### src/design/rcst_pkg.sv
// ============================================================================
// rcst_pkg
// command and status codes and the classified request passed front to back
// ============================================================================
package rcst_pkg;

    localparam logic [1:0] CMD_ALLOC   = 2'd0;
    localparam logic [1:0] CMD_ADD     = 2'd1;
    localparam logic [1:0] CMD_RELEASE = 2'd2;
    localparam logic [1:0] CMD_LINK    = 2'd3;

    localparam logic [2:0] ST_OK     = 3'd0;
    localparam logic [2:0] ST_RANGE  = 3'd1;
    localparam logic [2:0] ST_UNUSED = 3'd2;
    localparam logic [2:0] ST_FULL   = 3'd3;
    localparam logic [2:0] ST_SAT    = 3'd4;

    typedef struct packed {
        logic [1:0] cmd;
        logic       a_ok;
        logic       b_ok;
        logic [6:0] slot_a;
        logic [6:0] slot_b;
    } op_t;

endpackage

### src/design/refcounted_slot_table.sv
// ============================================================================
// refcounted_slot_table
// table of reference-counted slots with parent links and release cascade
// ============================================================================
// requests (cmd, slot_a, slot_b) enter on in_valid/in_ready; one result
// (status, slot_index, freed_count, ref_count) per request leaves on
// out_valid/out_ready, in request order
// the back end takes one request at a time, and its path depends on the
// command: a range error on slot_a reads no slot, add or an unused slot
// reads slot a, link reads slot a and then slot b, release reads slot a
// and then each parent visited up the chain, and allocate scans up from
// slot 0 to the lowest free slot, or over all slots when the table is full
// the rate is set by the single-port slot memory: one dependent read a cycle
// a two-entry queue sits between the front and the back end
// after reset the slot memory is cleared, one slot a cycle, with in_ready
// low; then all slots are free
// when out_ready is low the result holds in the output register, the back
// end holds its next result, and the queue takes up to two more requests
// ============================================================================
module refcounted_slot_table
#(
    parameter int SLOTS      = 64,
    parameter int COUNT_BITS = 16
)
(
    input  logic        clk,
    input  logic        rst_n,
    input  logic        in_valid,
    output logic        in_ready,
    input  logic [1:0]  cmd,
    input  logic [6:0]  slot_a,
    input  logic [6:0]  slot_b,
    output logic        out_valid,
    input  logic        out_ready,
    output logic [2:0]  status,
    output logic [5:0]  slot_index,
    output logic [6:0]  freed_count,
    output logic [15:0] ref_count
);
    import rcst_pkg::*;

    logic clearing;
    logic q_push_valid, q_push_ready;
    logic q_pop_valid, q_pop_ready;
    op_t  q_push_op, q_pop_op;

    rcst_front #(
        .SLOTS (SLOTS)
    ) u_front (
        .in_valid (in_valid),
        .in_ready (in_ready),
        .cmd      (cmd),
        .slot_a   (slot_a),
        .slot_b   (slot_b),
        .clearing (clearing),
        .q_valid  (q_push_valid),
        .q_ready  (q_push_ready),
        .q_op     (q_push_op)
    );

    rcst_queue u_queue (
        .clk        (clk),
        .rst_n      (rst_n),
        .push_valid (q_push_valid),
        .push_ready (q_push_ready),
        .push_data  (q_push_op),
        .pop_valid  (q_pop_valid),
        .pop_ready  (q_pop_ready),
        .pop_data   (q_pop_op)
    );

    rcst_back #(
        .SLOTS      (SLOTS),
        .COUNT_BITS (COUNT_BITS)
    ) u_back (
        .clk         (clk),
        .rst_n       (rst_n),
        .op_valid    (q_pop_valid),
        .op_ready    (q_pop_ready),
        .op          (q_pop_op),
        .clearing    (clearing),
        .out_valid   (out_valid),
        .out_ready   (out_ready),
        .status      (status),
        .slot_index  (slot_index),
        .freed_count (freed_count),
        .ref_count   (ref_count)
    );

endmodule

### src/design/rcst_queue.sv
// ============================================================================
// rcst_queue
// two-entry request queue between the front and the back
// ============================================================================
module rcst_queue
(
    input  logic             clk,
    input  logic             rst_n,
    input  logic             push_valid,
    output logic             push_ready,
    input  rcst_pkg::op_t    push_data,
    output logic             pop_valid,
    input  logic             pop_ready,
    output rcst_pkg::op_t    pop_data
);
    import rcst_pkg::*;

    localparam logic [1:0] FULL_COUNT = 2'd2;

    op_t        buf_reg [2];
    logic       wr_ptr_reg, wr_ptr_next;
    logic       rd_ptr_reg, rd_ptr_next;
    logic [1:0] count_reg, count_next;
    logic       push, pop;

    assign push_ready = (count_reg != FULL_COUNT);
    assign pop_valid  = (count_reg != 2'd0);
    assign pop_data   = buf_reg[rd_ptr_reg];
    assign push       = push_valid && push_ready;
    assign pop        = pop_valid && pop_ready;

    always_comb
    begin
        wr_ptr_next = push ? ~wr_ptr_reg : wr_ptr_reg;
        rd_ptr_next = pop ? ~rd_ptr_reg : rd_ptr_reg;
        count_next  = count_reg;
        if (push && !pop)
        begin
            count_next = count_reg + 2'd1;
        end
        else if (pop && !push)
        begin
            count_next = count_reg - 2'd1;
        end
    end

    always_ff @(posedge clk or negedge rst_n)
    begin
        if (!rst_n)
        begin
            wr_ptr_reg <= 1'b0;
            rd_ptr_reg <= 1'b0;
            count_reg  <= 2'd0;
        end
        else
        begin
            wr_ptr_reg <= wr_ptr_next;
            rd_ptr_reg <= rd_ptr_next;
            count_reg  <= count_next;
        end
    end

    always_ff @(posedge clk)
    begin
        if (push)
        begin
            buf_reg[wr_ptr_reg] <= push_data;
        end
    end

endmodule

### src/design/rcst_front.sv
// ============================================================================
// rcst_front
// takes requests, range-checks the slot fields and forms a classified request
// ============================================================================
module rcst_front
#(
    parameter int SLOTS = 64
)
(
    input  logic             in_valid,
    output logic             in_ready,
    input  logic [1:0]       cmd,
    input  logic [6:0]       slot_a,
    input  logic [6:0]       slot_b,
    input  logic             clearing,
    output logic             q_valid,
    input  logic             q_ready,
    output rcst_pkg::op_t    q_op
);
    import rcst_pkg::*;

    // nothing is taken while the table is being cleared
    assign in_ready = q_ready && !clearing;
    assign q_valid  = in_valid && !clearing;

    always_comb
    begin
        q_op.cmd    = cmd;
        q_op.a_ok   = (32'(slot_a) < SLOTS);
        q_op.b_ok   = (32'(slot_b) < SLOTS);
        q_op.slot_a = slot_a;
        q_op.slot_b = slot_b;
    end

endmodule

### src/design/rcst_back.sv
// ============================================================================
// rcst_back
// executes requests against the slot memory: allocation scan, add, link and
// release cascade, then holds the result in the output register
// ============================================================================
module rcst_back
#(
    parameter int SLOTS      = 64,
    parameter int COUNT_BITS = 16
)
(
    input  logic             clk,
    input  logic             rst_n,
    input  logic             op_valid,
    output logic             op_ready,
    input  rcst_pkg::op_t    op,
    output logic             clearing,
    output logic             out_valid,
    input  logic             out_ready,
    output logic [2:0]       status,
    output logic [5:0]       slot_index,
    output logic [6:0]       freed_count,
    output logic [15:0]      ref_count
);
    import rcst_pkg::*;

    localparam int SW = $clog2(SLOTS);
    localparam int FW = $clog2(SLOTS + 1);
    localparam logic [SW-1:0]         LAST      = SW'(SLOTS - 1);
    localparam logic [COUNT_BITS-1:0] COUNT_MAX = '1;

    typedef struct packed {
        logic                  used;
        logic                  pv;
        logic [SW-1:0]         parent;
        logic [COUNT_BITS-1:0] refs;
    } entry_t;

    typedef enum logic [7:0] {
        S_CLEAR = 8'b0000_0001,
        S_IDLE  = 8'b0000_0010,
        S_A     = 8'b0000_0100,
        S_B     = 8'b0000_1000,
        S_LINK2 = 8'b0001_0000,
        S_REL   = 8'b0010_0000,
        S_SCAN  = 8'b0100_0000,
        S_DONE  = 8'b1000_0000
    } state_t;

    state_t                state_reg, state_next;
    entry_t                mem [SLOTS];
    entry_t                rdata_reg;
    logic                  we;
    logic [SW-1:0]         waddr, raddr;
    entry_t                wdata;

    op_t                   op_reg, op_next;
    logic [SW-1:0]         idx_reg, idx_next;
    entry_t                ent_reg, ent_next;
    logic [FW-1:0]         freed_reg, freed_next;
    logic [2:0]            res_status_reg, res_status_next;
    logic [SW-1:0]         res_slot_reg, res_slot_next;
    logic [COUNT_BITS-1:0] res_refs_reg, res_refs_next;

    logic                  out_valid_reg, out_valid_next;
    logic [2:0]            status_reg, status_next;
    logic [5:0]            slot_index_reg, slot_index_next;
    logic [6:0]            freed_count_reg, freed_count_next;
    logic [15:0]           ref_count_reg, ref_count_next;

    logic [SW-1:0]         a_idx, b_idx, cur;
    logic [COUNT_BITS-1:0] dec;
    logic                  do_step;

    assign a_idx       = SW'(op_reg.slot_a);
    assign b_idx       = SW'(op_reg.slot_b);
    assign clearing    = (state_reg == S_CLEAR);
    assign out_valid   = out_valid_reg;
    assign status      = status_reg;
    assign slot_index  = slot_index_reg;
    assign freed_count = freed_count_reg;
    assign ref_count   = ref_count_reg;

    always_comb
    begin
        state_next       = state_reg;
        op_next          = op_reg;
        idx_next         = idx_reg;
        ent_next         = ent_reg;
        freed_next       = freed_reg;
        res_status_next  = res_status_reg;
        res_slot_next    = res_slot_reg;
        res_refs_next    = res_refs_reg;
        out_valid_next   = out_valid_reg;
        status_next      = status_reg;
        slot_index_next  = slot_index_reg;
        freed_count_next = freed_count_reg;
        ref_count_next   = ref_count_reg;
        we               = 1'b0;
        waddr            = idx_reg;
        wdata            = '0;
        raddr            = idx_reg;
        op_ready         = 1'b0;
        do_step          = 1'b0;
        cur              = (state_reg == S_A) ? a_idx : idx_reg;
        dec              = rdata_reg.refs - COUNT_BITS'(1);

        if (out_valid_reg && out_ready)
        begin
            out_valid_next = 1'b0;
        end

        case (state_reg)
            S_CLEAR:
            begin
                we       = 1'b1;
                waddr    = idx_reg;
                idx_next = idx_reg + SW'(1);
                if (idx_reg == LAST)
                begin
                    idx_next   = '0;
                    state_next = S_IDLE;
                end
            end
            S_IDLE:
            begin
                op_ready = 1'b1;
                if (op_valid)
                begin
                    op_next    = op;
                    freed_next = '0;
                    if (op.cmd == CMD_ALLOC)
                    begin
                        idx_next   = '0;
                        raddr      = '0;
                        state_next = S_SCAN;
                    end
                    else if (!op.a_ok)
                    begin
                        res_status_next = ST_RANGE;
                        res_slot_next   = '0;
                        res_refs_next   = '0;
                        state_next      = S_DONE;
                    end
                    else
                    begin
                        raddr      = SW'(op.slot_a);
                        state_next = S_A;
                    end
                end
            end
            S_SCAN:
            begin
                if (!rdata_reg.used)
                begin
                    we              = 1'b1;
                    waddr           = idx_reg;
                    wdata.used      = 1'b1;
                    res_status_next = ST_OK;
                    res_slot_next   = idx_reg;
                    res_refs_next   = '0;
                    state_next      = S_DONE;
                end
                else if (idx_reg == LAST)
                begin
                    res_status_next = ST_FULL;
                    res_slot_next   = '0;
                    res_refs_next   = '0;
                    state_next      = S_DONE;
                end
                else
                begin
                    idx_next = idx_reg + SW'(1);
                    raddr    = idx_reg + SW'(1);
                end
            end
            S_A:
            begin
                if (!rdata_reg.used)
                begin
                    res_status_next = ST_UNUSED;
                    res_slot_next   = a_idx;
                    res_refs_next   = '0;
                    state_next      = S_DONE;
                end
                else
                begin
                    case (op_reg.cmd)
                        CMD_ADD:
                        begin
                            res_slot_next = a_idx;
                            if (rdata_reg.refs == COUNT_MAX)
                            begin
                                res_status_next = ST_SAT;
                                res_refs_next   = COUNT_MAX;
                            end
                            else
                            begin
                                we              = 1'b1;
                                waddr           = a_idx;
                                wdata           = rdata_reg;
                                wdata.refs      = rdata_reg.refs + COUNT_BITS'(1);
                                res_status_next = ST_OK;
                                res_refs_next   = rdata_reg.refs + COUNT_BITS'(1);
                            end
                            state_next = S_DONE;
                        end
                        CMD_LINK:
                        begin
                            if (!op_reg.b_ok)
                            begin
                                res_status_next = ST_RANGE;
                                res_slot_next   = '0;
                                res_refs_next   = '0;
                                state_next      = S_DONE;
                            end
                            else
                            begin
                                ent_next   = rdata_reg;
                                raddr      = b_idx;
                                state_next = S_B;
                            end
                        end
                        CMD_RELEASE:
                        begin
                            res_status_next = ST_OK;
                            res_slot_next   = a_idx;
                            do_step         = 1'b1;
                        end
                        default:
                        begin
                            state_next = S_DONE;
                        end
                    endcase
                end
            end
            S_B:
            begin
                if (!rdata_reg.used)
                begin
                    res_status_next = ST_UNUSED;
                    res_slot_next   = b_idx;
                    res_refs_next   = '0;
                    state_next      = S_DONE;
                end
                else if (ent_reg.refs == COUNT_MAX)
                begin
                    res_status_next = ST_SAT;
                    res_slot_next   = a_idx;
                    res_refs_next   = COUNT_MAX;
                    state_next      = S_DONE;
                end
                else
                begin
                    // child first; a self link folds both updates into one write
                    we           = 1'b1;
                    waddr        = b_idx;
                    wdata        = rdata_reg;
                    wdata.pv     = 1'b1;
                    wdata.parent = a_idx;
                    if (a_idx == b_idx)
                    begin
                        wdata.refs = ent_reg.refs + COUNT_BITS'(1);
                    end
                    res_status_next = ST_OK;
                    res_slot_next   = a_idx;
                    res_refs_next   = ent_reg.refs + COUNT_BITS'(1);
                    state_next      = (a_idx == b_idx) ? S_DONE : S_LINK2;
                end
            end
            S_LINK2:
            begin
                we         = 1'b1;
                waddr      = a_idx;
                wdata      = ent_reg;
                wdata.refs = ent_reg.refs + COUNT_BITS'(1);
                state_next = S_DONE;
            end
            S_REL:
            begin
                do_step = 1'b1;
            end
            S_DONE:
            begin
                if (!out_valid_reg || out_ready)
                begin
                    out_valid_next   = 1'b1;
                    status_next      = res_status_reg;
                    slot_index_next  = 6'(res_slot_reg);
                    freed_count_next = 7'(freed_reg);
                    ref_count_next   = 16'(res_refs_reg);
                    state_next       = S_IDLE;
                end
            end
            default:
            begin
                state_next = S_IDLE;
            end
        endcase

        // one link of the release chain, rdata_reg holds slot cur
        if (do_step)
        begin
            state_next = S_DONE;
            waddr      = cur;
            if (!rdata_reg.used)
            begin
                we = 1'b0;
            end
            else if (rdata_reg.refs == '0)
            begin
                we         = 1'b1;
                freed_next = freed_reg + FW'(1);
                if (state_reg == S_A)
                begin
                    res_refs_next = '0;
                end
            end
            else if (dec != '0)
            begin
                we         = 1'b1;
                wdata      = rdata_reg;
                wdata.refs = dec;
                if (state_reg == S_A)
                begin
                    res_refs_next = dec;
                end
            end
            else
            begin
                we         = 1'b1;
                freed_next = freed_reg + FW'(1);
                if (state_reg == S_A)
                begin
                    res_refs_next = '0;
                end
                // a slot linked to itself is already free once written
                if (rdata_reg.pv && (rdata_reg.parent != cur))
                begin
                    idx_next   = rdata_reg.parent;
                    raddr      = rdata_reg.parent;
                    state_next = S_REL;
                end
            end
        end
    end

    always_ff @(posedge clk or negedge rst_n)
    begin
        if (!rst_n)
        begin
            state_reg     <= S_CLEAR;
            idx_reg       <= '0;
            out_valid_reg <= 1'b0;
        end
        else
        begin
            state_reg     <= state_next;
            idx_reg       <= idx_next;
            out_valid_reg <= out_valid_next;
        end
    end

    always_ff @(posedge clk)
    begin
        op_reg          <= op_next;
        ent_reg         <= ent_next;
        freed_reg       <= freed_next;
        res_status_reg  <= res_status_next;
        res_slot_reg    <= res_slot_next;
        res_refs_reg    <= res_refs_next;
        status_reg      <= status_next;
        slot_index_reg  <= slot_index_next;
        freed_count_reg <= freed_count_next;
        ref_count_reg   <= ref_count_next;
    end

    // slot memory, read data registered
    always_ff @(posedge clk)
    begin
        if (we)
        begin
            mem[waddr] <= wdata;
        end
        rdata_reg <= mem[raddr];
    end

endmodule

### config.mk
export PLATFORM = sky130hd
export DESIGN_NAME = refcounted_slot_table
export DESIGN_NICKNAME = d
export VERILOG_FILES = /design/src/design/rcst_pkg.sv /design/src/design/refcounted_slot_table.sv /design/src/design/rcst_queue.sv /design/src/design/rcst_front.sv /design/src/design/rcst_back.sv
export SDC_FILE = /design/constraint.sdc
export NUM_CORES = 2
export LEC_CHECK = 0
export BUFFER_PORTS_ARGS = -buffer_cell sky130_fd_sc_hd__buf_2
export CAP_MARGIN = 20
export CORE_MARGIN = 4
export CORE_UTILIZATION = 55
export CTS_CLUSTER_DIAMETER = 80
export DETAILED_ROUTE_END_ITERATION = 6
export GPL_TIMING_DRIVEN = 0
export PLACE_DENSITY = 0.77
export SLEW_MARGIN = 10
export SYNTH_ARGS = -nofsm -noshare
export SYNTH_HDL_FRONTEND = slang
export SYNTH_HIERARCHICAL = 1
export SYNTH_SLANG_ARGS = --single-unit
### constraint.sdc
create_clock -name clk -period 7.55 [get_ports clk]
set_clock_uncertainty 0.1 [all_clocks]
set_input_delay 2.265 -clock clk [delete_from_list [all_inputs] [get_ports clk]]
set_output_delay 2.265 -clock clk [all_outputs]
set_load 0.02 [all_outputs]
==> results.sh <==
export IMPL_startpoint="u_back/rdata_reg[0]"
export IMPL_leakagePower_nw=29.1
export IMPL_grt_pass1_vias=41000
export IMPL_cts_sinks=1713
export IMPL_routed_wl_um=197000
export IMPL_port_buffers=39
export IMPL_drc=0
export IMPL_slowest_stage="a22oi_1"
export IMPL_arrival_ns=8.07
export IMPL_period_minus_slack_ns=7.63
export IMPL_worst_pin_slew_ns=1.44
export IMPL_synthCells=4315
export IMPL_cts_tree="done"
export IMPL_regToRegStartpoint="u_back/rdata_reg[0]"
export IMPL_grt_use_met1_pct=39.3
export IMPL_cp_start_kind="register"
export IMPL_viasPerCell=6.72
export IMPL_setup_viol=1
export IMPL_min_path_type="reg -> reg"
export IMPL_drt_first_pass_iters=7
export IMPL_violations="setup timing"
export IMPL_drive_gt1_share_pct=12.4
export IMPL_critPathTopFamily="buffers and inverters"
export IMPL_status="finished, violations left"
export IMPL_area_growth_synth_to_final_pct=13.9
export IMPL_clk_path_buf_depth=3
export IMPL_fin_util_pct=63.1
export IMPL_grt_overflow=0
export IMPL_grt_pass1_wl_um=281000
export IMPL_antenna_found_initial=15
export IMPL_largest_register_ffs=1536
export IMPL_met3_usage_pct=8.75
export IMPL_grt_start_max_net_pins=65
export IMPL_busiest_layer="met2"
export IMPL_detail_route_antenna_nets=0
export IMPL_final_common_cell="edfxtp_1"
export IMPL_die_y_um=361
export IMPL_tns_ns=-0.0789
export IMPL_insertion_delay_ns=0.81
export IMPL_met2_usage_pct=44.6
export IMPL_ios=54
export IMPL_place_congestion=0.958
export IMPL_worst_setup_path_end_kind="register"
export IMPL_power_density_nw_per_um2=370
export IMPL_fin_crit_sh_pct=101
export IMPL_cts_root_buf="clkbuf_16"
export IMPL_cpMostUsedCell="clkbuf_1"
export IMPL_dr_first_iter_drc_count=6926
export IMPL_min_from="u_back/res_slot_reg[5]"
export IMPL_required_ns=7.99
export IMPL_fin_nets=4645
export IMPL_clk_pin_slew_ns=0.06
export IMPL_worst_path_buf_inv=7
export IMPL_die_area_um2=131000
export IMPL_core_um2=124000
export IMPL_synth_area_per_cell_um2=15.9
export IMPL_vias=43000
export IMPL_ir_drop_mv=0.292
export IMPL_setup_slack_ns=-0.0789
export IMPL_rsz0062_at_grt="no"
export IMPL_max_freq_mhz=131
export IMPL_dpl_hpwl_um=134000
export IMPL_h_tree_depth=4
export IMPL_maxSlewHeadroom_pct=4.19
export IMPL_drv_slew=0
export IMPL_die_x_um=361
export IMPL_path_cells="clkbuf_1, inv_1, ha_1, nor3b_1, nand3_1, xnor2_1, or4_1, buf_2, nor2_1, buf_4, mux2i_4, clkbuf_1, buf_8, clkbuf_1, a32oi_1, a22oi_1, nand4_1"
export IMPL_synth_nets=4347
export IMPL_wl_per_cell_um=30.9
export IMPL_netlist_area_um2=68700
export IMPL_slowest_delay_ns=0.90
export IMPL_track_usage_pct=29.6
export IMPL_cts_buffers=165
export IMPL_maxCapViolations=0
export IMPL_placementRows=129
export IMPL_crit_fanout=10
export IMPL_worst_setup_path_type="reg -> reg"
export IMPL_ctsHoldBuffers=0
export IMPL_layout_common_cells="edfxtp_1, mux2i_1, nand2_1, clkbuf_1, a32oi_1"
export IMPL_yosysWarnings=6
export IMPL_start_util_pct=55.4
export IMPL_hold_viol=0
metrics by stage:
step	power (W)	cells	hold slack (ns)	setup WS (ns)	cell area [um2]
4_1_cts	0.0286	6377	0.312	0.214	78100
3_5_place_dp	0.0208	6077	0.306	0.236	73000
2_1_floorplan	0.0170	4315	0.300	2.00	68700
6_report	0.0290	6392	0.309	-0.0789	78200
3_3_place_gp	0.0204	5991	0.303	-2.44	71000
5_1_grt	0.0297	6383	0.322	0.0531	78200
worst reg2reg max path, delay by kind of cell, from the launching register on:
| kind | cells | cell delay, ns |
|---|---|---|
| AO/OA/AOI/OAI | 2 | 1.19 |
| flip-flops | 1 | 0.34 |
| AND/OR/NAND/NOR | 5 | 2.16 |
| multiplexers | 1 | 0.77 |
| adder cells (fa/ha/maj) | 1 | 0.20 |
| buffers and inverters | 7 | 2.35 |
| XOR/XNOR | 1 | 0.26 |
layer usage:
metal  routed length [um]  share of wire [%]
met1                70500                 36
met2                88000                 45
met3                26800                 14
met4                11700                5.9
met5                  205               0.10
report_power, final:
part | leakage [nW] | switching [W] | internal (W)
Combinational | 9.25 | 0.00677 | 0.00279
Clock | 2.48 | 0.00350 | 0.00435
Sequential | 17.4 | 0.000265 | 0.0113
Total | 29.1 | 0.0105 | 0.0184
worst paths after layout:
check / cells past startpoint / slack [ns] / to
max: 17 / -0.08 / u_back/rdata_reg[6]
min: 0 / 0.31 / u_back/slot_index[5]
max reg2reg: 17 / -0.08 / u_back/rdata_reg[6]
min reg2reg: 0 / 0.31 / u_back/slot_index[5]
max in group asynchronous: 1 / 5.66 / u_back/state_reg[0]
min in group asynchronous: 1 / 1.33 / u_queue/wr_ptr_reg
repair_timing:
action                     CTS  global route
hold endpoints to repair     0             0
setup endpoints to repair    0             8
resized for setup            0             4
buffers inserted             0             0
layout make-up:
type | count | area (um2)
buffer | 308 | 1400
fill | 8570 | 45700
antenna | 9 | 22.5
inverter | 18 | 67.6
sequential | 1713 | 50900
clock buffer | 210 | 4330
clock inverter | 90 | 777
tap | 1637 | 2050
multi-input combinational | 2276 | 17000
timing repair buffer | 131 | 1760
(Power assumes the default switching activity.)
